==> config.mk <==
export PLATFORM = sky130hd
export DESIGN_NAME = ytp_fifo
export DESIGN_NICKNAME = d
export VERILOG_FILES = /design/src/yuyv_to_planar_420_converter_core_defines.svh /design/src/ytp_fifo.sv
export SDC_FILE = /design/constraint.sdc
export NUM_CORES = 1
export LEC_CHECK = 0
export BUFFER_PORTS_ARGS = -buffer_cell sky130_fd_sc_hd__buf_2
export CORE_AREA = 2 2 72 74
export CTS_BUF_LIST = sky130_fd_sc_hd__clkbuf_4
export DETAILED_ROUTE_END_ITERATION = 10
export DIE_AREA = 0 0 74 76
export GPL_TIMING_DRIVEN = 0
export SYNTH_ARGS = -nofsm -noshare
export SYNTH_HDL_FRONTEND = slang
export SYNTH_SLANG_ARGS = --single-unit
==> constraint.sdc <==
create_clock -name clk -period 2.9 [get_ports clk]
set_input_delay 0.145 -clock clk [delete_from_list [all_inputs] [get_ports clk]]
set_output_delay 0.145 -clock clk [all_outputs]
set_load 0.005 [all_outputs]
==> src/yuyv_to_planar_420_converter_core_defines.svh <==
// assertion macros used by the converter back end
`ifndef YUYV_TO_PLANAR_420_CONVERTER_CORE_DEFINES_SVH
`define YUYV_TO_PLANAR_420_CONVERTER_CORE_DEFINES_SVH

// same-cycle implication, sampled on clk, off while arst_n is low
`define YTP_ASSERT_IMP(lbl, pre, post) \
	lbl: assert property (@(posedge clk) disable iff (!arst_n) (pre) |-> (post)) \
		else $error("converter assertion failed");

// next-cycle implication, sampled on clk, off while arst_n is low
`define YTP_ASSERT_NEXT(lbl, pre, post) \
	lbl: assert property (@(posedge clk) disable iff (!arst_n) (pre) |=> (post)) \
		else $error("converter assertion failed");

`endif

==> src/ytp_fifo.sv <==
// small register-based first-in first-out queue
`timescale 1ns / 1ps
`default_nettype none

module ytp_fifo #(
	parameter int WIDTH = 8,
	parameter int DEPTH = 4,
	localparam int PTR_W = (DEPTH > 1) ? $clog2(DEPTH) : 1
) (
	input  wire logic             clk,
	input  wire logic             arst_n,
	input  wire logic             push,
	input  wire logic [WIDTH-1:0] wdata,
	output logic                  full,
	input  wire logic             pop,
	output logic      [WIDTH-1:0] rdata,
	output logic                  empty,
	output logic      [PTR_W:0]   level
);

	logic [WIDTH-1:0] store_q [DEPTH];
	logic [PTR_W-1:0] wr_ptr_q;
	logic [PTR_W-1:0] rd_ptr_q;
	logic [PTR_W:0]   count_q;
	logic             do_push;
	logic             do_pop;

	assign full    = (count_q == (PTR_W + 1)'(DEPTH));
	assign empty   = (count_q == '0);
	assign level   = count_q;
	assign do_push = push && !full;
	assign do_pop  = pop && !empty;
	assign rdata   = store_q[rd_ptr_q];

	// pointer and fill count
	always_ff @(posedge clk or negedge arst_n) begin
		if (!arst_n) begin
			wr_ptr_q <= '0;
			rd_ptr_q <= '0;
			count_q  <= '0;
		end else begin
			if (do_push) begin
				wr_ptr_q <= (wr_ptr_q == PTR_W'(DEPTH - 1)) ? '0 : wr_ptr_q + 1'b1;
			end
			if (do_pop) begin
				rd_ptr_q <= (rd_ptr_q == PTR_W'(DEPTH - 1)) ? '0 : rd_ptr_q + 1'b1;
			end
			case ({do_push, do_pop})
				2'b10:   count_q <= count_q + 1'b1;
				2'b01:   count_q <= count_q - 1'b1;
				default: count_q <= count_q;
			endcase
		end
	end

	// payload storage
	always_ff @(posedge clk) begin
		if (do_push) begin
			store_q[wr_ptr_q] <= wdata;
		end
	end

endmodule

`default_nettype wire

==> results_dict.tcl <==
set metrics [dict create \
    status "finished clean" \
    syn_area_per_cell_um2 19.4 \
    path_cells "or3b_4 > and2_4 > inv_1 > ha_1 > inv_1 > fa_1 > xor2_1 > nor2_1 > xor2_1" \
    worst-path-buf-inv 2 \
    arrival_ns 2.52 \
    layout_setup_ws_ns 0.639 \
    drive_above_1_share 0.436 \
    holdPathEnd "store_q[0][3]" \
    cp.required_ns 3.16 \
    yosys_register_bits 39 \
    grt_setup_unrepaired "false" \
    initial_core_util 0.328 \
    slowest_stage "dfrtp_1" \
    drv_slew 0 \
    synthesis.area_mm2 0.00161 \
    grtUsageTotal 0.0996 \
    synthCells 83 \
    routed_wl_um 2580 \
    ys_types 19 \
    core_mm2 0.00491 \
    cts.sinks 39 \
    p_sw_frac 0.310 \
    drtIter0Drc 29 \
    post_drt_wl_per_cell_um 13.8 \
    place_ws_ns 0.682 \
    dr_total_vias 817 \
    max_stage_delay_ns 0.45 \
    r2r_cells 9 \
    first_global_vias 857 \
    irDropWorstVdd_mv 0.393 \
    route.detailed.drc 0 \
    p_leak_nw 0.746 \
    die_area_mm2 0.00562 \
    seqPwrFrac 0.473 \
    grt_max_degree 13 \
    ant_nets 0 \
    row_count 26 \
    drt_first_pass_iters 4 \
    syn2layout_area_growth_pct 17.7 \
    tightestPinTransition_ns 0.527 \
    clk_path_buf_depth 2 \
    syn-num-nets 102 \
    hold_depth 1 \
    critPathCaptureType "flop" \
    cp-start-kind "flop" \
    r2r_slack_ns 0.64 \
    fin_skew_ns 0.0150 \
    cts_tree "built" \
    fmax_mhz 442 \
    setup_viol 0 \
    cts_root_buffer "clkbuf_4" \
    vias_per_cell 4.37 \
    p_comb_frac 0.370 \
    fin_crit_ns 2.26 \
    power_density_mw_per_mm2 919 \
    io_buffer_count 24 \
    p_sw_w 0.000540 \
    n_antenna_cell 0 \
    slew_headroom 0.649 \
    dp_hpwl_um 1840 \
    ys_seq_area_frac 0.705 \
    overflow 0 \
    cp_max_fo 6 \
    antenna_found_initial 0 \
    layout.nets 135 \
    critPathKind "flop to flop" \
    cts_setup_buffers 0 \
    regToRegStartpoint "level[0]" \
    internal-power_w 0.00120 \
    place.gp.congestion 0.695 \
    cts_max_level 2 \
    period_share 0.780 \
    clock_power_share 0.157 \
    die_h_um 76 \
    die_w_um 74 \
    yosysWarningCount 0 \
    numCtsBuffers 5 \
    setup_tns_ns 0 \
    clkTransAtPathRegs_ns 0.12 \
    hold_start "wdata[3]" \
    hold_violations 0 \
    critPathTopFamily "simple AND/OR/NAND/NOR gates" \
    pin_count 25 \
    worstSkewPairLatency_ns 0.33 \
    reg2reg_to "level[2]" \
    hold_path.class "primary input to flop" \
    cap_violations 0 \
    grt_pass1_wl_um 4130 \
]
[flip-flops by register name, summed over array words and instances (netlist names)]
register and cells:
wr_ptr_q 2, store_q 32, rd_ptr_q 2, level 3
[worst max-delay path by stage]
stage / slack [ns] / startpoint / endpoint / depth (start not counted)
2_1_floorplan: 0.80 / level[0] / level[2] / 9
3_3_place_gp: 0.72 / level[0] / level[2] / 9
3_5_place_dp: 0.68 / level[0] / level[2] / 9
4_1_cts: 0.63 / level[0] / level[2] / 9
5_1_grt: 0.52 / level[0] / level[2] / 9
6_report: 0.64 / level[0] / level[2] / 9
[power by group through the flow]
stage          clock, W  sequential (W)  combinational (W)
2_1_floorplan         0        0.000823           0.000446
3_3_place_gp          0        0.000828           0.000635
3_5_place_dp          0        0.000839           0.000660
4_1_cts        0.000285        0.000827           0.000664
5_1_grt        0.000308        0.000842           0.000722
6_report       0.000273        0.000826           0.000645
[per-stage QoR]
step                      power, W  instances  instance area, um^2  hold slack, ns   util
after floorplan            0.00127         83                 1610          -0.151      -
after global placement     0.00146        177                 1820         -0.0178  0.370
after detailed placement   0.00150        177                 1820        -0.00835  0.370
after CTS                  0.00178        186                 1890         0.00264  0.384
after global routing       0.00187        187                 1900        0.000776  0.386
final                      0.00174        187                 1900          0.0227  0.386
[final cells by class]
cell class | count | area (um^2)
buffer | 2 | 8.76
clock buffer | 6 | 45.0
clock inverter | 2 | 12.5
fill | 459 | 3020
inverter | 8 | 30.0
multi-input combinational | 34 | 437
sequential | 39 | 1140
tap | 70 | 87.6
timing repair buffer | 26 | 140
[logic make-up (layout without fill, tap and decap cells)]
| kind of cell | Yosys count | in the layout | synth area share |
|---|---|---|---|
| XOR/XNOR | 3 | 3 | 0.0163 |
| multiplexers | 13 | 13 | 0.151 |
| AND/OR/NAND/NOR | 11 | 11 | 0.0450 |
| adder cells (fa/ha/maj) | 7 | 7 | 0.0590 |
| buffers and inverters | 10 | 44 | 0.0241 |
| flip-flops | 39 | 39 | 0.705 |
[synth_stat cells (all sizes together)]
library cell,n,area share
edfxtp,32,0.60
inv,8,0.019
mux4,8,0.11
dfrtp,7,0.11
ha,6,0.047
and3,4,0.019
mux2,4,0.033
nor2,3,0.0070
buf,2,0.0054
xor2,2,0.011
and2,1,0.0054
fa,1,0.012
mux2i,1,0.0062
nand2b,1,0.0039
nor3,1,0.0031
or3b,1,0.0070
xnor2,1,0.0054
[per-layer routing]
layer	GRT usage	wire length, um
met2	0.153	1270
met4	0.0218	13
met5	0	0
met1	0.129	1160
met3	0.0463	135
[layout by cell type (no fill, tap or decap), drive strengths merged, types with 3 or more instances in the layout]
| cell type | n |
|---|---|
| inv | 8 |
| nor2 | 3 |
| and3 | 4 |
| dfrtp | 7 |
| edfxtp | 32 |
| buf | 26 |
| ha | 6 |
| clkbuf | 6 |
| mux2 | 4 |
| mux4 | 8 |
[what timing repair did]
item	CTS	global route
hold buffers	1	1
hold endpoints to repair	7	4
resized for setup	0	0
Note: power is estimated with default switching activity, not from simulation.
