`config.mk`:
```
export PLATFORM = sky130hd
export DESIGN_NAME = ytp_front
export DESIGN_NICKNAME = d
export VERILOG_FILES = /design/src/yuyv_to_planar_420_converter_core_defines.svh /design/src/ytp_pkg.sv /design/src/ytp_front.sv
export SDC_FILE = /design/constraint.sdc
export NUM_CORES = 1
export LEC_CHECK = 0
export ABC_AREA = 0
export BUFFER_PORTS_ARGS = -buffer_cell sky130_fd_sc_hd__buf_4
export CORE_MARGIN = 4
export CORE_UTILIZATION = 40
export DETAILED_ROUTE_END_ITERATION = 8
export GPL_TIMING_DRIVEN = 0
export MAX_ROUTING_LAYER = met4
export PLACE_DENSITY_LB_ADDON = 0.1
export SYNTH_ARGS = -nofsm -noshare
export SYNTH_HDL_FRONTEND = slang
export SYNTH_SLANG_ARGS = --single-unit
```
`constraint.sdc`:
```
create_clock -name clk -period 6.2 [get_ports clk]
set_clock_uncertainty 0.1 [all_clocks]
set_input_delay 0.31 -clock clk [delete_from_list [all_inputs] [get_ports clk]]
set_output_delay 0.31 -clock clk [all_outputs]
set_load 0.005 [all_outputs]
```
`src/yuyv_to_planar_420_converter_core_defines.svh`:
```
// assertion macros used by the converter back end
`ifndef YUYV_TO_PLANAR_420_CONVERTER_CORE_DEFINES_SVH
`define YUYV_TO_PLANAR_420_CONVERTER_CORE_DEFINES_SVH

// same-cycle implication, sampled on clk, off while arst_n is low
`define YTP_ASSERT_IMP(lbl, pre, post) \
	lbl: assert property (@(posedge clk) disable iff (!arst_n) (pre) |-> (post)) \
		else $error("converter assertion failed");

// next-cycle implication, sampled on clk, off while arst_n is low
`define YTP_ASSERT_NEXT(lbl, pre, post) \
	lbl: assert property (@(posedge clk) disable iff (!arst_n) (pre) |=> (post)) \
		else $error("converter assertion failed");

`endif

```
`src/ytp_pkg.sv`:
```
// types and constants shared by the yuyv to planar 4:2:0 converter
`timescale 1ns / 1ps
`default_nettype none

package ytp_pkg;

	localparam int CFG_IDX_W   = 4;
	localparam int CFG_DATA_W  = 13;
	localparam int QUEUE_DEPTH = 4;
	localparam int OUT_DEPTH   = 4;

	localparam logic [CFG_DATA_W-1:0] WIDTH_RESET  = 13'd640;
	localparam logic [CFG_DATA_W-1:0] HEIGHT_RESET = 13'd480;

	// configuration register indexes
	typedef enum logic [CFG_IDX_W-1:0] {
		REG_FRAME_WIDTH  = 4'd0,
		REG_FRAME_HEIGHT = 4'd1
	} ytp_reg_t;

	// classified word handed from front to back
	typedef struct packed {
		logic [7:0]  y0;
		logic [7:0]  u;
		logic [7:0]  y1;
		logic [7:0]  v;
		logic        odd;
		logic        last;
		logic [23:0] luma_idx;
		logic [21:0] chroma_idx;
	} ytp_item_t;

	// finished result word
	typedef struct packed {
		logic [7:0]  luma_left;
		logic [7:0]  luma_right;
		logic [23:0] luma_index;
		logic        chroma_valid;
		logic [7:0]  chroma_blue;
		logic [7:0]  chroma_red;
		logic [21:0] chroma_index;
		logic        frame_last;
	} ytp_result_t;

endpackage

`default_nettype wire

```
`src/ytp_front.sv`:
```
// front end: configuration registers, raster counters and word classification
`timescale 1ns / 1ps
`default_nettype none

module ytp_front #(
	parameter int MAX_WIDTH = 4096,
	parameter int MAX_HEIGHT = 4096,
	localparam int SLOT_W = (MAX_WIDTH / 2 > 1) ? $clog2(MAX_WIDTH / 2) : 1
) (
	input  wire logic                            clk,
	input  wire logic                            arst_n,
	input  wire logic                            cfg_valid,
	output logic                                 cfg_ready,
	input  wire logic [ytp_pkg::CFG_IDX_W-1:0]   cfg_index,
	input  wire logic [ytp_pkg::CFG_DATA_W-1:0]  cfg_data,
	input  wire logic                            push,
	output logic                                 full,
	input  wire logic [7:0]                      luma_first,
	input  wire logic [7:0]                      chroma_blue_in,
	input  wire logic [7:0]                      luma_second,
	input  wire logic [7:0]                      chroma_red_in,
	output logic                                 q_push,
	input  wire logic                            q_full,
	output ytp_pkg::ytp_item_t                   q_item,
	output logic [SLOT_W-1:0]                    q_slot
);

	import ytp_pkg::*;

	localparam int STORE_DEPTH = MAX_WIDTH / 2;
	localparam int ROW_W = $clog2(MAX_HEIGHT);

	logic [CFG_DATA_W-1:0] width_q;
	logic [CFG_DATA_W-1:0] height_q;
	logic [SLOT_W-1:0]     col_q;
	logic [ROW_W-1:0]      row_q;
	logic [23:0]           luma_pos_q;
	logic [21:0]           chroma_pos_q;

	logic [13:0] pairs_raw;
	logic [13:0] pairs;
	logic [13:0] rows_raw;
	logic [13:0] rows;
	logic        line_end;
	logic        frame_end;
	logic        accept;

	assign cfg_ready = 1'b1;
	assign full      = q_full;
	assign accept    = push && !q_full;
	assign q_push    = accept;

	// configuration registers
	always_ff @(posedge clk or negedge arst_n) begin
		if (!arst_n) begin
			width_q  <= WIDTH_RESET;
			height_q <= HEIGHT_RESET;
		end else if (cfg_valid && cfg_ready) begin
			if (cfg_index == REG_FRAME_WIDTH) begin
				width_q <= cfg_data;
			end
			if (cfg_index == REG_FRAME_HEIGHT) begin
				height_q <= cfg_data;
			end
		end
	end

	// line and frame limits, odd sizes rounded down and clamped
	always_comb begin
		pairs_raw = {2'b00, width_q[12:1]};
		if (pairs_raw < 14'd1) begin
			pairs = 14'd1;
		end else if (pairs_raw > 14'(STORE_DEPTH)) begin
			pairs = 14'(STORE_DEPTH);
		end else begin
			pairs = pairs_raw;
		end
		rows_raw = {1'b0, height_q[12:1], 1'b0};
		if (rows_raw < 14'd2) begin
			rows = 14'd2;
		end else if (rows_raw > 14'(MAX_HEIGHT)) begin
			rows = 14'(MAX_HEIGHT);
		end else begin
			rows = rows_raw;
		end
		line_end  = 14'(col_q) >= (pairs - 14'd1);
		frame_end = line_end && (14'(row_q) >= (rows - 14'd1));
	end

	// classified word for the back end
	always_comb begin
		q_item.y0         = luma_first;
		q_item.u          = chroma_blue_in;
		q_item.y1         = luma_second;
		q_item.v          = chroma_red_in;
		q_item.odd        = row_q[0];
		q_item.last       = frame_end;
		q_item.luma_idx   = luma_pos_q;
		q_item.chroma_idx = row_q[0] ? chroma_pos_q : 22'd0;
		q_slot            = col_q;
	end

	// raster position counters
	always_ff @(posedge clk or negedge arst_n) begin
		if (!arst_n) begin
			col_q        <= '0;
			row_q        <= '0;
			luma_pos_q   <= '0;
			chroma_pos_q <= '0;
		end else if (accept) begin
			if (frame_end) begin
				col_q        <= '0;
				row_q        <= '0;
				luma_pos_q   <= '0;
				chroma_pos_q <= '0;
			end else begin
				luma_pos_q <= luma_pos_q + 24'd2;
				if (row_q[0]) begin
					chroma_pos_q <= chroma_pos_q + 22'd1;
				end
				if (line_end) begin
					col_q <= '0;
					row_q <= row_q + 1'b1;
				end else begin
					col_q <= col_q + 1'b1;
				end
			end
		end
	end

endmodule

`default_nettype wire

```
==> impl_metrics.py <==
metrics = {
    "floorplanning": {
        "die_w_um": 127.8,
        "pin_count": 148,
        "rows": 43,
        "core_area_um2": 13990,
        "dieArea_um2": 16330,
        "start_util_pct": 41.02,
        "die-height_um": 127.8,
    },
    "power": {
        "cellLeakagePower_nw": 3.402,
        "peakVddDrop_v": 0.0001286,
        "p_int_w": 0.001254,
        "power.switching_w": 0.0006323,
        "combPwrFrac_pct": 29.1,
        "p_sw_share_pct": 33.51,
        "p_clk_share_pct": 28.3,
        "p_per_area_nw_per_um2": 266.1,
        "p_seq_share_pct": 42.6,
    },
    "clock_network": {
        "holdBufCountCts": 0,
        "cts_tree": "built",
        "cts_resized": 0,
        "cts_buffer_depth": 2,
        "clock_latency_ns": 0.34,
        "cts_sinks": 92,
        "htree_num_levels": 3,
        "clk_pin_slew_ns": 0.07,
        "root_buffer": "clkbuf_16",
        "cts_setup_buffers": 0,
        "numCtsBuffers": 9,
    },
    "global_route": {
        "antenna_found_initial": 0,
        "grt_overflow_total": 0,
        "grt_pass1_vias": 4719,
        "grt_usage_pct": 17.82,
        "grt_pass1_wl_mm": 23.40,
        "grt_max_degree": 93,
    },
    "finish": {
        "syn_to_final_growth_pct": 23.59,
        "drive_gt1_share_pct": 27.03,
        "antenna_cells": 0,
        "utilization_pct": 50.70,
        "nets": 828,
    },
    "logic_synthesis": {
        "avgSynthCellArea_um2": 9.210,
        "yosys_most_used_dff": "dfrtp_1",
        "synthMuxAreaShare_pct": 5.081,
        "yosys-top-cells-area": "dfrtp_1, ha_1, xor2_1",
        "yosys_warnings": 0,
        "syn-num-nets": 705,
        "synth_compound_area_share_pct": 10.01,
        "ys_async_sr_fraction_pct": 100.0,
        "ys_ff_latch": 92,
        "yosysTopAreaCell": "dfrtp_1",
        "ys_seq_area_share_pct": 40.25,
        "synth_edf_count": 0,
        "synthXorXnorAreaFrac_pct": 7.479,
        "synth_top_area_share_pct": 37.51,
        "synth_most_common_cell": "dfrtp_1",
        "synth.distinct_cells": 56,
        "syn_inst": 623,
        "synth_fa_ha_area_share_pct": 6.106,
        "synthSimpleGateAreaFrac_pct": 24.07,
        "syn_area_um2": 5738,
        "synth_top_family_by_area": "simple AND/OR/NAND/NOR gates",
        "synth_common_cells": "dfrtp_1, nor2_1, nand2_1, buf_4, xor2_1",
    },
    "critical_path": {
        "rrSetupSlack_ns": 0.92,
        "cp-start-kind": "register",
        "reg2reg_depth": 18,
        "required_ns": 6.31,
        "worstSetupPathType": "reg -> reg",
        "worstPathArrival_ns": 5.40,
        "r2r_end": "luma_pos_q[13]",
        "endpoint_kind": "register",
        "crit_fanout": 10,
        "worstReg2RegStart": "height_q[4]",
    },
    "timing": {
        "slew_headroom_pct": 20.02,
        "worst_slack_ns": 0.9174,
        "fmaxAchievable_mhz": 189.3,
        "period_share_pct": 85.20,
        "finalSetupViolCount": 0,
        "period_minus_slack_ns": 5.283,
        "worstMarginPinSlew_ns": 1.200,
        "rsz0062_at_grt": "false",
        "finalMaxSlewViolations": 0,
        "finalHoldViolCount": 0,
        "setup_tns_ns": 0,
    },
    "detailed_routing": {
        "num_vias": 4908,
        "drc": 0,
        "drt-total-wl_mm": 13.94,
        "drtAntennaViolNets": 0,
        "dr.first_iter.drc_count": 266,
        "viasPerCell": 5.272,
        "drt_first_pass_iters": 4,
        "wire_per_inst_um": 14.97,
    },
    "placed_design": {
        "place.detailed.hpwl_mm": 10.59,
        "place_ws_ns": 0.9159,
        "port_buffers": 112,
        "routabilityCongestion": 0.8691,
    },
    "outcome": {
        "status": "complete, no violations",
    },
    "min_path": {
        "hp-class": "in -> async",
    },
    "flow_run": {
        "cap_viol_max_count": 0,
    },
}
==> per-layer routing <==
layer  GRT usage (%)  vias up  share of wire [%]
met1           24.52     2357                 47
li1                -     2400                  -
met4           4.307        0               0.70
met3           3.375        9                6.3
met2           27.39      142                 46
met5               -        -                  0
==> through the flow <==
step | power, W | instances | hold slack, ns | cell area [um2]
5_1_grt | 0.002022 | 931 | 0.1040 | 7092
3_3_place_gp | 0.001346 | 915 | 0.4262 | 6804
6_report | 0.001887 | 931 | 0.06385 | 7092
4_1_cts | 0.001907 | 931 | 0.09954 | 7092
2_1_floorplan | 0.001142 | 623 | -0.08559 | 5738
3_5_place_dp | 0.001365 | 915 | 0.4493 | 6804
==> registers in the layout, summed over array words and instances, names as in the netlist <==
| signal | cells |
|---|---|
| width_q | 12 |
| row_q | 12 |
| q_slot | 11 |
| chroma_pos_q | 22 |
| height_q | 12 |
| luma_pos_q | 23 |
==> power groups by stage <==
stage               sequential [W]  combinational (W)  clock (W)
global route              0.000818           0.000629   0.000575
floorplan                 0.000779           0.000363          0
global placement          0.000810           0.000537          0
CTS                       0.000803           0.000557   0.000548
finish                    0.000804           0.000549   0.000534
detailed placement        0.000813           0.000552          0
==> how the worst max path moves through the flow <==
stage,startpoint,to,slack [ns],cells past startpoint
2_1_floorplan,height_q[4],chroma_pos_q[0],2.00,18
3_3_place_gp,height_q[4],luma_pos_q[19],1.06,18
3_5_place_dp,height_q[4],luma_pos_q[13],0.92,18
4_1_cts,height_q[4],luma_pos_q[13],0.91,18
5_1_grt,height_q[4],luma_pos_q[14],0.32,18
6_report,height_q[4],luma_pos_q[13],0.92,18
==> cell families after synthesis <==
family | after synthesis
other | 2
buffers and inverters | 66
muxes | 26
xor gates and xnor gates | 49
and+or+nand+nor | 268
AOI/OAI and AO/OA | 92
adders and majority gates | 28
DFF | 92
==> critical path: stages, from the launching register on <==
cell and delay [ns]:
dfrtp_1 0.43, nor4_1 0.54, nand3_1 0.25, nor4_1 0.39
o21ai_0 0.21, ha_1 0.22, clkbuf_1 0.19, nand3_1 0.12
o21ai_0 0.09, a22o_1 0.19, ha_1 0.26, o21ai_0 0.07
a211oi_1 0.24, a21oi_1 0.09, a21oi_1 0.58, and2_1 0.24
clkbuf_1 0.41, buf_1 0.42, nor2_1 0.11
==> cell type report <==
cell class | instances | area (um2)
buffer | 59 | 367.9
clock buffer | 12 | 256.5
clock inverter | 4 | 31.28
fill | 1340 | 6897
inverter | 7 | 26.28
multi-input combinational | 465 | 3034
sequential | 92 | 2310
tap | 180 | 225.2
timing repair buffer | 112 | 840.8
==> layout by cell type, fill, tap and decap left out, types with 4 or more instances in the layout <==
master and instances:
nor2_1 71, inv_1 6, buf_4 149, ha_1 28
a22o_1 5, or4_1 5, nor2b_1 7, or4b_1 4
mux2_2 25, nand3_1 27, nand2b_1 7, nand4_1 9
dfrtp_1 86, xor2_1 35, or3_1 7, xnor2_1 14
nor3_1 13, o31ai_1 4, clkbuf_16 9, and2_1 25
nor4_1 6, clkbuf_1 20, a21oi_1 18, a211oi_1 5
nand2_1 56, and3_1 19, dfstp_2 6, o21ai_0 34
Power figures use the tool's default switching activity.
